==> config.mk <==
export PLATFORM = sky130hd
export DESIGN_NAME = serial_line_editor_top
export DESIGN_NICKNAME = d
export VERILOG_FILES = /design/src/sle_pkg.sv /design/src/serial_line_editor_top.sv /design/src/sle_ctrl.sv /design/src/sle_datapath.sv
export SDC_FILE = /design/constraint.sdc
export NUM_CORES = 1
export LEC_CHECK = 0
export BUFFER_PORTS_ARGS = -buffer_cell sky130_fd_sc_hd__buf_2
export CORE_MARGIN = 4
export CORE_UTILIZATION = 60
export CTS_BUF_LIST = sky130_fd_sc_hd__clkbuf_16
export DETAILED_ROUTE_END_ITERATION = 8
export MAX_ROUTING_LAYER = met4
export PLACE_DENSITY = 0.77
export SLEW_MARGIN = 20
export SYNTH_ARGS = -nofsm -noshare
export SYNTH_HDL_FRONTEND = slang
export SYNTH_HIERARCHICAL = 1
export SYNTH_SLANG_ARGS = --single-unit
==> constraint.sdc <==
create_clock -name clk -period 5.6 [get_ports clk]
set_clock_uncertainty 0.05 [all_clocks]
set_input_delay 0.28 -clock clk [delete_from_list [all_inputs] [get_ports clk]]
set_output_delay 0.28 -clock clk [all_outputs]
set_load 0.01 [all_outputs]
==> src/sle_pkg.sv <==
`default_nettype none
// ----------------------------------------------------------------------------
// sle_pkg
// Shared types and byte codes for the serial line editor.
// ----------------------------------------------------------------------------
package sle_pkg;

	localparam int LEN_W = 6;

	localparam logic [7:0] BYTE_CR    = 8'd13;
	localparam logic [7:0] BYTE_LF    = 8'd10;
	localparam logic [7:0] BYTE_BS    = 8'd8;
	localparam logic [7:0] BYTE_SPACE = 8'd32;
	localparam logic [7:0] BYTE_ESC   = 8'd27;
	localparam logic [7:0] BYTE_BRK   = 8'd91;
	localparam logic [7:0] BYTE_UP    = 8'd65;

	typedef enum logic [1:0] {
		KIND_ECHO     = 2'd0,
		KIND_LINE     = 2'd1,
		KIND_DONE     = 2'd2,
		KIND_OVERFLOW = 2'd3
	} kind_t;

	// source of the output byte
	typedef enum logic [2:0] {
		BSEL_ZERO  = 3'd0,
		BSEL_RX    = 3'd1,
		BSEL_CR    = 3'd2,
		BSEL_LF    = 3'd3,
		BSEL_BS    = 3'd4,
		BSEL_SPACE = 3'd5,
		BSEL_RD    = 3'd6,
		BSEL_PEND  = 3'd7
	} bsel_t;

	typedef enum logic [2:0] {
		FILL_HOLD = 3'd0,
		FILL_INC  = 3'd1,
		FILL_DEC  = 3'd2,
		FILL_CLR  = 3'd3,
		FILL_CNT  = 3'd4
	} fill_op_t;

	typedef enum logic [1:0] {
		CNT_HOLD = 2'd0,
		CNT_CLR  = 2'd1,
		CNT_FILL = 2'd2,
		CNT_INC  = 2'd3
	} cnt_op_t;

	typedef struct packed {
		logic     latch_rx;
		logic     wr;
		logic     wr_term;
		logic     rd;
		logic     pend_load;
		logic     pend_clr;
		fill_op_t fill_op;
		cnt_op_t  cnt_op;
		logic     emit;
		kind_t    kind;
		bsel_t    bsel;
		logic     last;
	} cmd_t;

	typedef struct packed {
		logic is_cr;
		logic is_bs;
		logic is_esc;
		logic is_brk;
		logic is_up;
		logic full;
		logic cnt_lt_fill;
		logic cnt_more;
		logic cnt_lt_cap;
		logic rd_zero;
		logic pend_vld;
		logic out_free;
	} sts_t;

endpackage
`default_nettype wire

==> src/serial_line_editor_top.sv <==
`default_nettype none
// ----------------------------------------------------------------------------
// serial_line_editor_top
// Terminal line editor: stores, echoes and edits received bytes, streams a
// finished line on carriage return and recalls the earlier line on ESC [ A.
// ----------------------------------------------------------------------------
//
//  channel | direction | handshake           | payload
//  --------+-----------+---------------------+---------------------------------
//  rx      | in        | rx_valid / rx_stall | rx_byte[7:0]
//  out     | out       | out_valid/out_stall | kind, out_byte, line_length, last
//
//  One byte at a time; rx_stall is high whenever the sequencer is not idle.
//  A carriage return streams the line with one store read and one beat per
//  line byte. A waiting beat holds the sequencer while out_stall is high.
//  Reset clears the store's per-entry valid bits at once; no clearing pass
//  is needed.
//
module serial_line_editor_top #(
	parameter int LINE_CAPACITY = 32
) (
	input  wire logic                      clk,
	input  wire logic                      arst_n,
	input  wire logic                      rx_valid,
	output logic                           rx_stall,
	input  wire logic [7:0]                rx_byte,
	output logic                           out_valid,
	input  wire logic                      out_stall,
	output logic [1:0]                     kind,
	output logic [7:0]                     out_byte,
	output logic [sle_pkg::LEN_W-1:0]      line_length,
	output logic                           last
);
	import sle_pkg::*;

	cmd_t cmd;
	sts_t sts;

	// sequencer: decode, escape tracking, beat ordering and the last flag
	sle_ctrl u_ctrl (
		.clk      (clk),
		.arst_n   (arst_n),
		.rx_valid (rx_valid),
		.rx_stall (rx_stall),
		.sts      (sts),
		.cmd      (cmd)
	);

	// store, indexes and the output beat register
	sle_datapath #(
		.LINE_CAPACITY (LINE_CAPACITY)
	) u_dp (
		.clk         (clk),
		.arst_n      (arst_n),
		.cmd         (cmd),
		.sts         (sts),
		.rx_byte     (rx_byte),
		.out_valid   (out_valid),
		.out_stall   (out_stall),
		.kind        (kind),
		.out_byte    (out_byte),
		.line_length (line_length),
		.last        (last)
	);

endmodule
`default_nettype wire

==> src/sle_ctrl.sv <==
`default_nettype none
// ----------------------------------------------------------------------------
// sle_ctrl
// Sequencer: decodes each received byte and steps out its result beats.
// ----------------------------------------------------------------------------
module sle_ctrl (
	input  wire logic          clk,
	input  wire logic          arst_n,
	input  wire logic          rx_valid,
	output logic               rx_stall,
	input  wire sle_pkg::sts_t sts,
	output sle_pkg::cmd_t      cmd
);
	import sle_pkg::*;

	typedef enum logic [13:0] {
		S_IDLE = 14'b00000000000001,
		S_DEC  = 14'b00000000000010,
		S_ECHO = 14'b00000000000100,
		S_OVF  = 14'b00000000001000,
		S_CR   = 14'b00000000010000,
		S_LF   = 14'b00000000100000,
		S_LRD  = 14'b00000001000000,
		S_LEM  = 14'b00000010000000,
		S_DONE = 14'b00000100000000,
		S_BS1  = 14'b00001000000000,
		S_SP   = 14'b00010000000000,
		S_BS2  = 14'b00100000000000,
		S_RRD  = 14'b01000000000000,
		S_RCHK = 14'b10000000000000
	} state_t;

	// recall emit/finish reuse two extra states
	typedef enum logic [2:0] {
		R_NONE = 3'b001,
		R_EM   = 3'b010,
		R_FIN  = 3'b100
	} rsub_t;

	typedef enum logic [2:0] {
		ESC_NORM = 3'b001,
		ESC_SEEN = 3'b010,
		ESC_BRKT = 3'b100
	} esc_t;

	state_t state_q, state_n;
	rsub_t  rsub_q, rsub_n;
	esc_t   esc_q, esc_n;

	always_ff @(posedge clk or negedge arst_n) begin
		if (!arst_n) begin
			state_q <= S_IDLE;
			rsub_q  <= R_NONE;
			esc_q   <= ESC_NORM;
		end else begin
			state_q <= state_n;
			rsub_q  <= rsub_n;
			esc_q   <= esc_n;
		end
	end

	assign rx_stall = (state_q != S_IDLE);

	always_comb begin
		cmd     = '0;
		state_n = state_q;
		rsub_n  = rsub_q;
		esc_n   = esc_q;
		case (rsub_q)
			R_EM: begin
				// pending recall byte goes out, not last
				if (sts.out_free) begin
					cmd.emit      = 1'b1;
					cmd.kind      = KIND_ECHO;
					cmd.bsel      = BSEL_PEND;
					cmd.pend_load = 1'b1;
					cmd.cnt_op    = CNT_INC;
					rsub_n        = R_NONE;
					state_n       = S_RRD;
				end
			end
			R_FIN: begin
				if (!sts.pend_vld || sts.out_free) begin
					cmd.emit     = sts.pend_vld;
					cmd.kind     = KIND_ECHO;
					cmd.bsel     = BSEL_PEND;
					cmd.last     = 1'b1;
					cmd.pend_clr = 1'b1;
					cmd.fill_op  = FILL_CNT;
					rsub_n       = R_NONE;
					state_n      = S_IDLE;
				end
			end
			default: begin
				case (state_q)
					S_IDLE: begin
						if (rx_valid) begin
							cmd.latch_rx = 1'b1;
							state_n      = S_DEC;
						end
					end
					S_DEC: begin
						if (esc_q == ESC_BRKT) begin
							esc_n = ESC_NORM;
							if (sts.is_up) begin
								cmd.cnt_op   = CNT_FILL;
								cmd.pend_clr = 1'b1;
								state_n      = S_RRD;
							end else begin
								state_n = S_IDLE;
							end
						end else if (esc_q == ESC_SEEN) begin
							esc_n   = sts.is_brk ? ESC_BRKT : ESC_NORM;
							state_n = S_IDLE;
						end else if (sts.is_cr) begin
							cmd.wr      = 1'b1;
							cmd.wr_term = 1'b1;
							cmd.cnt_op  = CNT_CLR;
							state_n     = S_CR;
						end else if (sts.is_bs) begin
							cmd.fill_op = FILL_DEC;
							state_n     = S_BS1;
						end else if (sts.is_esc) begin
							esc_n   = ESC_SEEN;
							state_n = S_IDLE;
						end else if (sts.full) begin
							state_n = S_OVF;
						end else begin
							cmd.wr      = 1'b1;
							cmd.fill_op = FILL_INC;
							state_n     = S_ECHO;
						end
					end
					S_ECHO: begin
						if (sts.out_free) begin
							cmd.emit = 1'b1;
							cmd.kind = KIND_ECHO;
							cmd.bsel = BSEL_RX;
							cmd.last = 1'b1;
							state_n  = S_IDLE;
						end
					end
					S_OVF: begin
						if (sts.out_free) begin
							cmd.emit    = 1'b1;
							cmd.kind    = KIND_OVERFLOW;
							cmd.bsel    = BSEL_ZERO;
							cmd.last    = 1'b1;
							cmd.fill_op = FILL_CLR;
							state_n     = S_IDLE;
						end
					end
					S_CR: begin
						if (sts.out_free) begin
							cmd.emit = 1'b1;
							cmd.kind = KIND_ECHO;
							cmd.bsel = BSEL_CR;
							state_n  = S_LF;
						end
					end
					S_LF: begin
						if (sts.out_free) begin
							cmd.emit = 1'b1;
							cmd.kind = KIND_ECHO;
							cmd.bsel = BSEL_LF;
							state_n  = sts.cnt_lt_fill ? S_LRD : S_DONE;
						end
					end
					S_LRD: begin
						cmd.rd  = 1'b1;
						state_n = S_LEM;
					end
					S_LEM: begin
						if (sts.out_free) begin
							cmd.emit   = 1'b1;
							cmd.kind   = KIND_LINE;
							cmd.bsel   = BSEL_RD;
							cmd.cnt_op = CNT_INC;
							state_n    = sts.cnt_more ? S_LRD : S_DONE;
						end
					end
					S_DONE: begin
						if (sts.out_free) begin
							cmd.emit    = 1'b1;
							cmd.kind    = KIND_DONE;
							cmd.bsel    = BSEL_ZERO;
							cmd.last    = 1'b1;
							cmd.fill_op = FILL_CLR;
							state_n     = S_IDLE;
						end
					end
					S_BS1: begin
						if (sts.out_free) begin
							cmd.emit = 1'b1;
							cmd.kind = KIND_ECHO;
							cmd.bsel = BSEL_BS;
							state_n  = S_SP;
						end
					end
					S_SP: begin
						if (sts.out_free) begin
							cmd.emit = 1'b1;
							cmd.kind = KIND_ECHO;
							cmd.bsel = BSEL_SPACE;
							state_n  = S_BS2;
						end
					end
					S_BS2: begin
						if (sts.out_free) begin
							cmd.emit = 1'b1;
							cmd.kind = KIND_ECHO;
							cmd.bsel = BSEL_BS;
							cmd.last = 1'b1;
							state_n  = S_IDLE;
						end
					end
					S_RRD: begin
						if (sts.cnt_lt_cap) begin
							cmd.rd  = 1'b1;
							state_n = S_RCHK;
						end else begin
							rsub_n = R_FIN;
						end
					end
					S_RCHK: begin
						if (sts.rd_zero) begin
							rsub_n = R_FIN;
						end else if (sts.pend_vld) begin
							rsub_n = R_EM;
						end else begin
							cmd.pend_load = 1'b1;
							cmd.cnt_op    = CNT_INC;
							state_n       = S_RRD;
						end
					end
					default: begin
						state_n = S_IDLE;
					end
				endcase
			end
		endcase
	end

endmodule
`default_nettype wire

==> src/sle_datapath.sv <==
`default_nettype none
// ----------------------------------------------------------------------------
// sle_datapath
// Line store, fill index, walk counter and the output beat register.
// ----------------------------------------------------------------------------
module sle_datapath #(
	parameter int LINE_CAPACITY = 32
) (
	input  wire logic                      clk,
	input  wire logic                      arst_n,
	input  wire sle_pkg::cmd_t             cmd,
	output sle_pkg::sts_t                  sts,
	input  wire logic [7:0]                rx_byte,
	output logic                           out_valid,
	input  wire logic                      out_stall,
	output logic [1:0]                     kind,
	output logic [7:0]                     out_byte,
	output logic [sle_pkg::LEN_W-1:0]      line_length,
	output logic                           last
);
	import sle_pkg::*;

	localparam int DEPTH = LINE_CAPACITY + 1;
	localparam int AW    = $clog2(DEPTH);

	logic [7:0]       mem [DEPTH];
	logic [DEPTH-1:0] vld_q;
	logic [7:0]       rd_q;
	logic             rd_ok_q;
	logic [7:0]       rx_q;
	logic [7:0]       pend_q;
	logic             pend_vld_q;
	logic [AW-1:0]    fill_q;
	logic [AW-1:0]    cnt_q;
	logic             out_vld_q;
	logic [1:0]       kind_q;
	logic [7:0]       obyte_q;
	logic [LEN_W-1:0] len_q;
	logic             last_q;

	logic [7:0]       rd_byte;
	logic [7:0]       wr_data;
	logic [7:0]       sel_byte;

	assign rd_byte = rd_ok_q ? rd_q : 8'd0;
	assign wr_data = cmd.wr_term ? 8'd0 : rx_q;

	// line store: one write port, one registered read port
	always_ff @(posedge clk) begin
		if (cmd.wr) begin
			mem[fill_q] <= wr_data;
		end
		if (cmd.rd) begin
			rd_q <= mem[cnt_q];
		end
	end

	// entries read as terminator until first written
	always_ff @(posedge clk or negedge arst_n) begin
		if (!arst_n) begin
			vld_q   <= '0;
			rd_ok_q <= 1'b0;
		end else begin
			if (cmd.wr) begin
				vld_q[fill_q] <= 1'b1;
			end
			if (cmd.rd) begin
				rd_ok_q <= vld_q[cnt_q];
			end
		end
	end

	always_ff @(posedge clk) begin
		if (cmd.latch_rx) begin
			rx_q <= rx_byte;
		end
		if (cmd.pend_load) begin
			pend_q <= rd_byte;
		end
	end

	always_ff @(posedge clk or negedge arst_n) begin
		if (!arst_n) begin
			fill_q     <= '0;
			cnt_q      <= '0;
			pend_vld_q <= 1'b0;
		end else begin
			case (cmd.fill_op)
				FILL_INC: fill_q <= fill_q + AW'(1);
				FILL_DEC: fill_q <= (fill_q != '0) ? fill_q - AW'(1) : fill_q;
				FILL_CLR: fill_q <= '0;
				FILL_CNT: fill_q <= cnt_q;
				default:  fill_q <= fill_q;
			endcase
			case (cmd.cnt_op)
				CNT_CLR:  cnt_q <= '0;
				CNT_FILL: cnt_q <= fill_q;
				CNT_INC:  cnt_q <= cnt_q + AW'(1);
				default:  cnt_q <= cnt_q;
			endcase
			if (cmd.pend_load) begin
				pend_vld_q <= 1'b1;
			end else if (cmd.pend_clr) begin
				pend_vld_q <= 1'b0;
			end
		end
	end

	always_comb begin
		case (cmd.bsel)
			BSEL_RX:    sel_byte = rx_q;
			BSEL_CR:    sel_byte = BYTE_CR;
			BSEL_LF:    sel_byte = BYTE_LF;
			BSEL_BS:    sel_byte = BYTE_BS;
			BSEL_SPACE: sel_byte = BYTE_SPACE;
			BSEL_RD:    sel_byte = rd_byte;
			BSEL_PEND:  sel_byte = pend_q;
			default:    sel_byte = 8'd0;
		endcase
	end

	// output beat register
	always_ff @(posedge clk or negedge arst_n) begin
		if (!arst_n) begin
			out_vld_q <= 1'b0;
		end else if (cmd.emit) begin
			out_vld_q <= 1'b1;
		end else if (!out_stall) begin
			out_vld_q <= 1'b0;
		end
	end

	always_ff @(posedge clk) begin
		if (cmd.emit) begin
			kind_q  <= cmd.kind;
			obyte_q <= sel_byte;
			len_q   <= (cmd.kind == KIND_DONE) ? LEN_W'(fill_q) : '0;
			last_q  <= cmd.last;
		end
	end

	assign out_valid   = out_vld_q;
	assign kind        = kind_q;
	assign out_byte    = obyte_q;
	assign line_length = len_q;
	assign last        = last_q;

	always_comb begin
		sts             = '0;
		sts.is_cr       = (rx_q == BYTE_CR);
		sts.is_bs       = (rx_q == BYTE_BS);
		sts.is_esc      = (rx_q == BYTE_ESC);
		sts.is_brk      = (rx_q == BYTE_BRK);
		sts.is_up       = (rx_q == BYTE_UP);
		sts.full        = (fill_q >= AW'(LINE_CAPACITY));
		sts.cnt_lt_fill = (cnt_q < fill_q);
		sts.cnt_more    = ((AW+1)'(cnt_q) + (AW+1)'(1)) < (AW+1)'(fill_q);
		sts.cnt_lt_cap  = (cnt_q < AW'(LINE_CAPACITY));
		sts.rd_zero     = (rd_byte == 8'd0);
		sts.pend_vld    = pend_vld_q;
		sts.out_free    = !out_vld_q || !out_stall;
	end

	a_fill_bound: assert property (@(posedge clk) disable iff (!arst_n)
		fill_q <= AW'(LINE_CAPACITY))
		else $error("fill index past capacity");

	a_cnt_bound: assert property (@(posedge clk) disable iff (!arst_n)
		cnt_q <= AW'(LINE_CAPACITY))
		else $error("walk counter past capacity");

	a_emit_free: assert property (@(posedge clk) disable iff (!arst_n)
		cmd.emit |-> (!out_vld_q || !out_stall))
		else $error("beat overwrites a stalled result");

	a_rd_in_line: assert property (@(posedge clk) disable iff (!arst_n)
		cmd.rd |-> (cnt_q < AW'(LINE_CAPACITY)))
		else $error("read beyond line area");

endmodule
`default_nettype wire

==> metrics.cfg <==
[logic_synthesis]
ys.warnings.count = 6
syn_nets = 1077
synth_area_leader_cell = edfxtp_1
yosysSeqAreaShare = 0.663
synthArstFlopShare = 0.182
synth_area_per_cell_um2 = 15.6
synth_cell_type_count = 77
netlist_area_um2 = 16400
synth_flop_cell = edfxtp_1
synth_edf_count = 305
synthCells = 1053
ys_top_cells_by_area = edfxtp_1 56%, dfrtp_1 9.9%, mux4_2 5.5%
synth-seq-cells = 373
synth_top_area_frac = 0.559

[die]
die_y_um = 173
start_util = 0.609
dieWidth_um = 173
dieArea_um2 = 30000
rows = 60
ios = 31
core_um2 = 26900

[critical_path]
reg2reg_slack_ps = 1110
startpoint_type = flip-flop
crit_type = reg2reg
timing.rr.start = u_ctrl/state_q[4]$_DFFE_PN0P_
critPathRequiredTime_ps = 5960
reg2regPathDepth = 13
crit_path_start = u_ctrl/state_q[4]$_DFFE_PN0P_
rr_endpoint = u_dp/fill_q[4]$_DFFE_PN0P_
crit_arrival_ps = 4850
cp_max_fo = 8
worstSetupEndpointType = flip-flop
crit_end = u_dp/fill_q[4]$_DFFE_PN0P_

[route]
viasPerCell = 6.54
dr_total_vias = 9620
avgRoutedWirePerCell_um = 24.2
drt-total-wl_um = 35700
drt-pass1-iter-count = 7
postRouteAntennaNets = 0
drc = 0
drtIter0Drc = 1267

[place]
gp_congestion = 0.931
dp_hpwl_um = 22400
post_dp_cell_area_um2 = 16700
portBuffers = 30

[timing]
max_freq_mhz = 223
fin_crit_ps = 4490
tightest_slew_ps = 1020
maxSlewViolCount = 0
tns_ps = 0
finalHoldViolations = 0
setup_violations = 0
period_share = 0.801
slew_headroom = 0.320
rsz0062_at_grt = no

[grt]
grt_overflow = 0
grt_max_degree = 60
grt_pass1_vias = 9385
track_usage = 0.243
grt_first_pass_wirelength_um = 55200
antenna_found_initial = 0

[status]
status = completed

[layout]
layout.nets = 1123
insertedDiodeCount = 0
fin_util = 0.675
fin_area_um2 = 18100
area_delta_synth_final_pct = 10.7
fill_cells = 1773
multiInputGateArea_um2 = 5070
regArea_um2 = 10900
drive_gt1_frac = 0.199

[clock_network]
clock_path_buffers = 3
root_buffer = clkbuf_16
cts_htree_levels = 2
cts_buffers = 39
insertion_delay_ps = 540
cts_tree = yes
clock_sinks = 373
cts-resized-gates = 0
clk_pin_slew_ps = 60

[power_and_ir_drop]
leakagePower_nw = 6.41
power_w = 0.00677
peakVddDrop_mv = 0.297
power_density_nw_per_um2 = 373

[worst_hold_path]
holdCritPathClass = in2reg
worstHoldStart = out_stall

[job]
drv_cap = 0

## worst min-delay path by stage
stage / cells past startpoint / endpoint
after floorplan: 0 / u_ctrl/esc_q[1]$_DFFE_PN0P_
after detailed placement: 1 / u_ctrl/state_q[12]$_DFFE_PN0P_
after global placement: 1 / u_ctrl/state_q[12]$_DFFE_PN0P_
final: 3 / u_dp/out_valid$_DFFE_PN0P_
after global routing: 3 / u_dp/out_valid$_DFFE_PN0P_
after CTS: 3 / u_dp/out_valid$_DFFE_PN0P_
## what timing repair did
action | in CTS | in global routing
hold buffers | 9 | 0
buffers inserted | 0 | 0
hold endpoints to repair | 34 | 0
endpoints found under the setup margin | 0 | 0
## per-layer routing
layer | vias to the layer above | routed length (um) | track usage
met5 | - | 0 | -
met4 | 0 | 932 | 0.0655
met3 | 76 | 2790 | 0.0366
met2 | 459 | 17300 | 0.384
met1 | 4855 | 14600 | 0.338
li1 | 4230 | - | -
## through the flow
step / setup WS, ps / hold WS [ps] / cells
6_report: 1110 / 157 / 1471
5_1_grt: 908 / 205 / 1471
4_1_cts: 1160 / 139 / 1471
3_5_place_dp: 1170 / 172 / 1390
3_3_place_gp: 1240 / 164 / 1390
2_1_floorplan: 1440 / -65.6 / 1053
## state kept, by name, indices dropped and copies added (netlist names), 6 cells and up
signal,cells
u_dp/rx_q,8
u_dp/cnt_q,6
u_dp/line_length,6
u_dp/vld_q,33
u_dp/mem,264
u_dp/pend_q,8
u_dp/fill_q,6
u_dp/out_byte,8
u_ctrl/state_q,14
u_dp/rd_q,8
## kinds of logic (layout without fill, tap and decap cells)
family                     Yosys count  count (layout)  share of synthesized area
DFF                                373             373                      0.663
adders and majority gates           12              12                    0.00917
AOI/OAI and AO/OA                  162             162                     0.0652
and+or+nand+nor                    322             322                      0.106
buffers and inverters               74             151                     0.0283
xor gates and xnor gates            10              10                    0.00535
muxes                              100             100                      0.123
## area by class of cell
cell class	instances	area share
inverter	19	0.00393
sequential	373	0.600
clock inverter	32	0.0159
clock buffer	40	0.0552
tap	341	0.0235
timing repair buffer	60	0.0221
multi-input combinational	606	0.280
## where the power goes
group | internal (W) | leakage, nW | switching (W)
combinational | 0.000280 | 2.12 | 0.000520
clock | 0.00153 | 0.659 | 0.00104
sequential | 0.00324 | 3.63 | 0.000150
total | 0.00506 | 6.41 | 0.00171
## placed cells by master, fill, tap and decap left out, types with 7 or more instances in the layout
cell / instances
dfrtp_1: 63
nand2_1: 45
nor2_1: 84
and2_1: 17
o22ai_1: 22
a22oi_1: 14
dlygate4sd3_1: 9
a22o_1: 12
clkinv_1: 8
clkbuf_16: 40
inv_1: 24
o21ai_0: 35
mux4_2: 40
nor2b_1: 15
nand4_1: 9
a21o_1: 8
mux2i_1: 20
nand2b_1: 13
a21oi_1: 27
clkinv_2: 9
nor2b_2: 7
or2_2: 38
mux4_1: 30
nor3_1: 15
nor4_1: 9
buf_4: 22
edfxtp_1: 305
ha_1: 12
buf_2: 29
nand3_1: 22
mux2_2: 8
## worst max-delay path, cell delays in order (launching register included)
cell and delay, ps:
dfrtp_1 450, or4_4 600, or3_4 370, or3_1 420
nand2b_1 190, nor3_2 270, a21o_1 280, or3b_1 490
xnor2_1 190, ha_1 250, nor3_1 90, a22o_1 270
a32o_1 250, a22o_1 230
## synth_stat cells, types with 4 or more instances
library cell and n:
nor3b_1 5, and2_1 17, nand2b_1 13, nor2b_1 22
inv_1 18, o22ai_1 22, mux4_2 40, nor4b_1 4
nor2_1 85, dfrtp_1 65, a22o_1 12, mux4_1 30
nor3_1 15, o21a_1 4, clkbuf_1 27, or2_2 38
nand4_1 9, a22oi_1 14, mux2i_1 20, or3_1 4
o21ai_0 37, nor4_1 9, buf_2 6, xor2_1 4
a31oi_1 5, ha_1 12, xnor2_1 6, edfxtp_1 305
clkbuf_8 5, o211ai_1 4, nand2_1 45, a21oi_1 27
mux2_2 8, a21o_1 8, nand3_1 22, buf_6 7
or4_1 6
No activity file was read; power rests on OpenSTA's default activity.
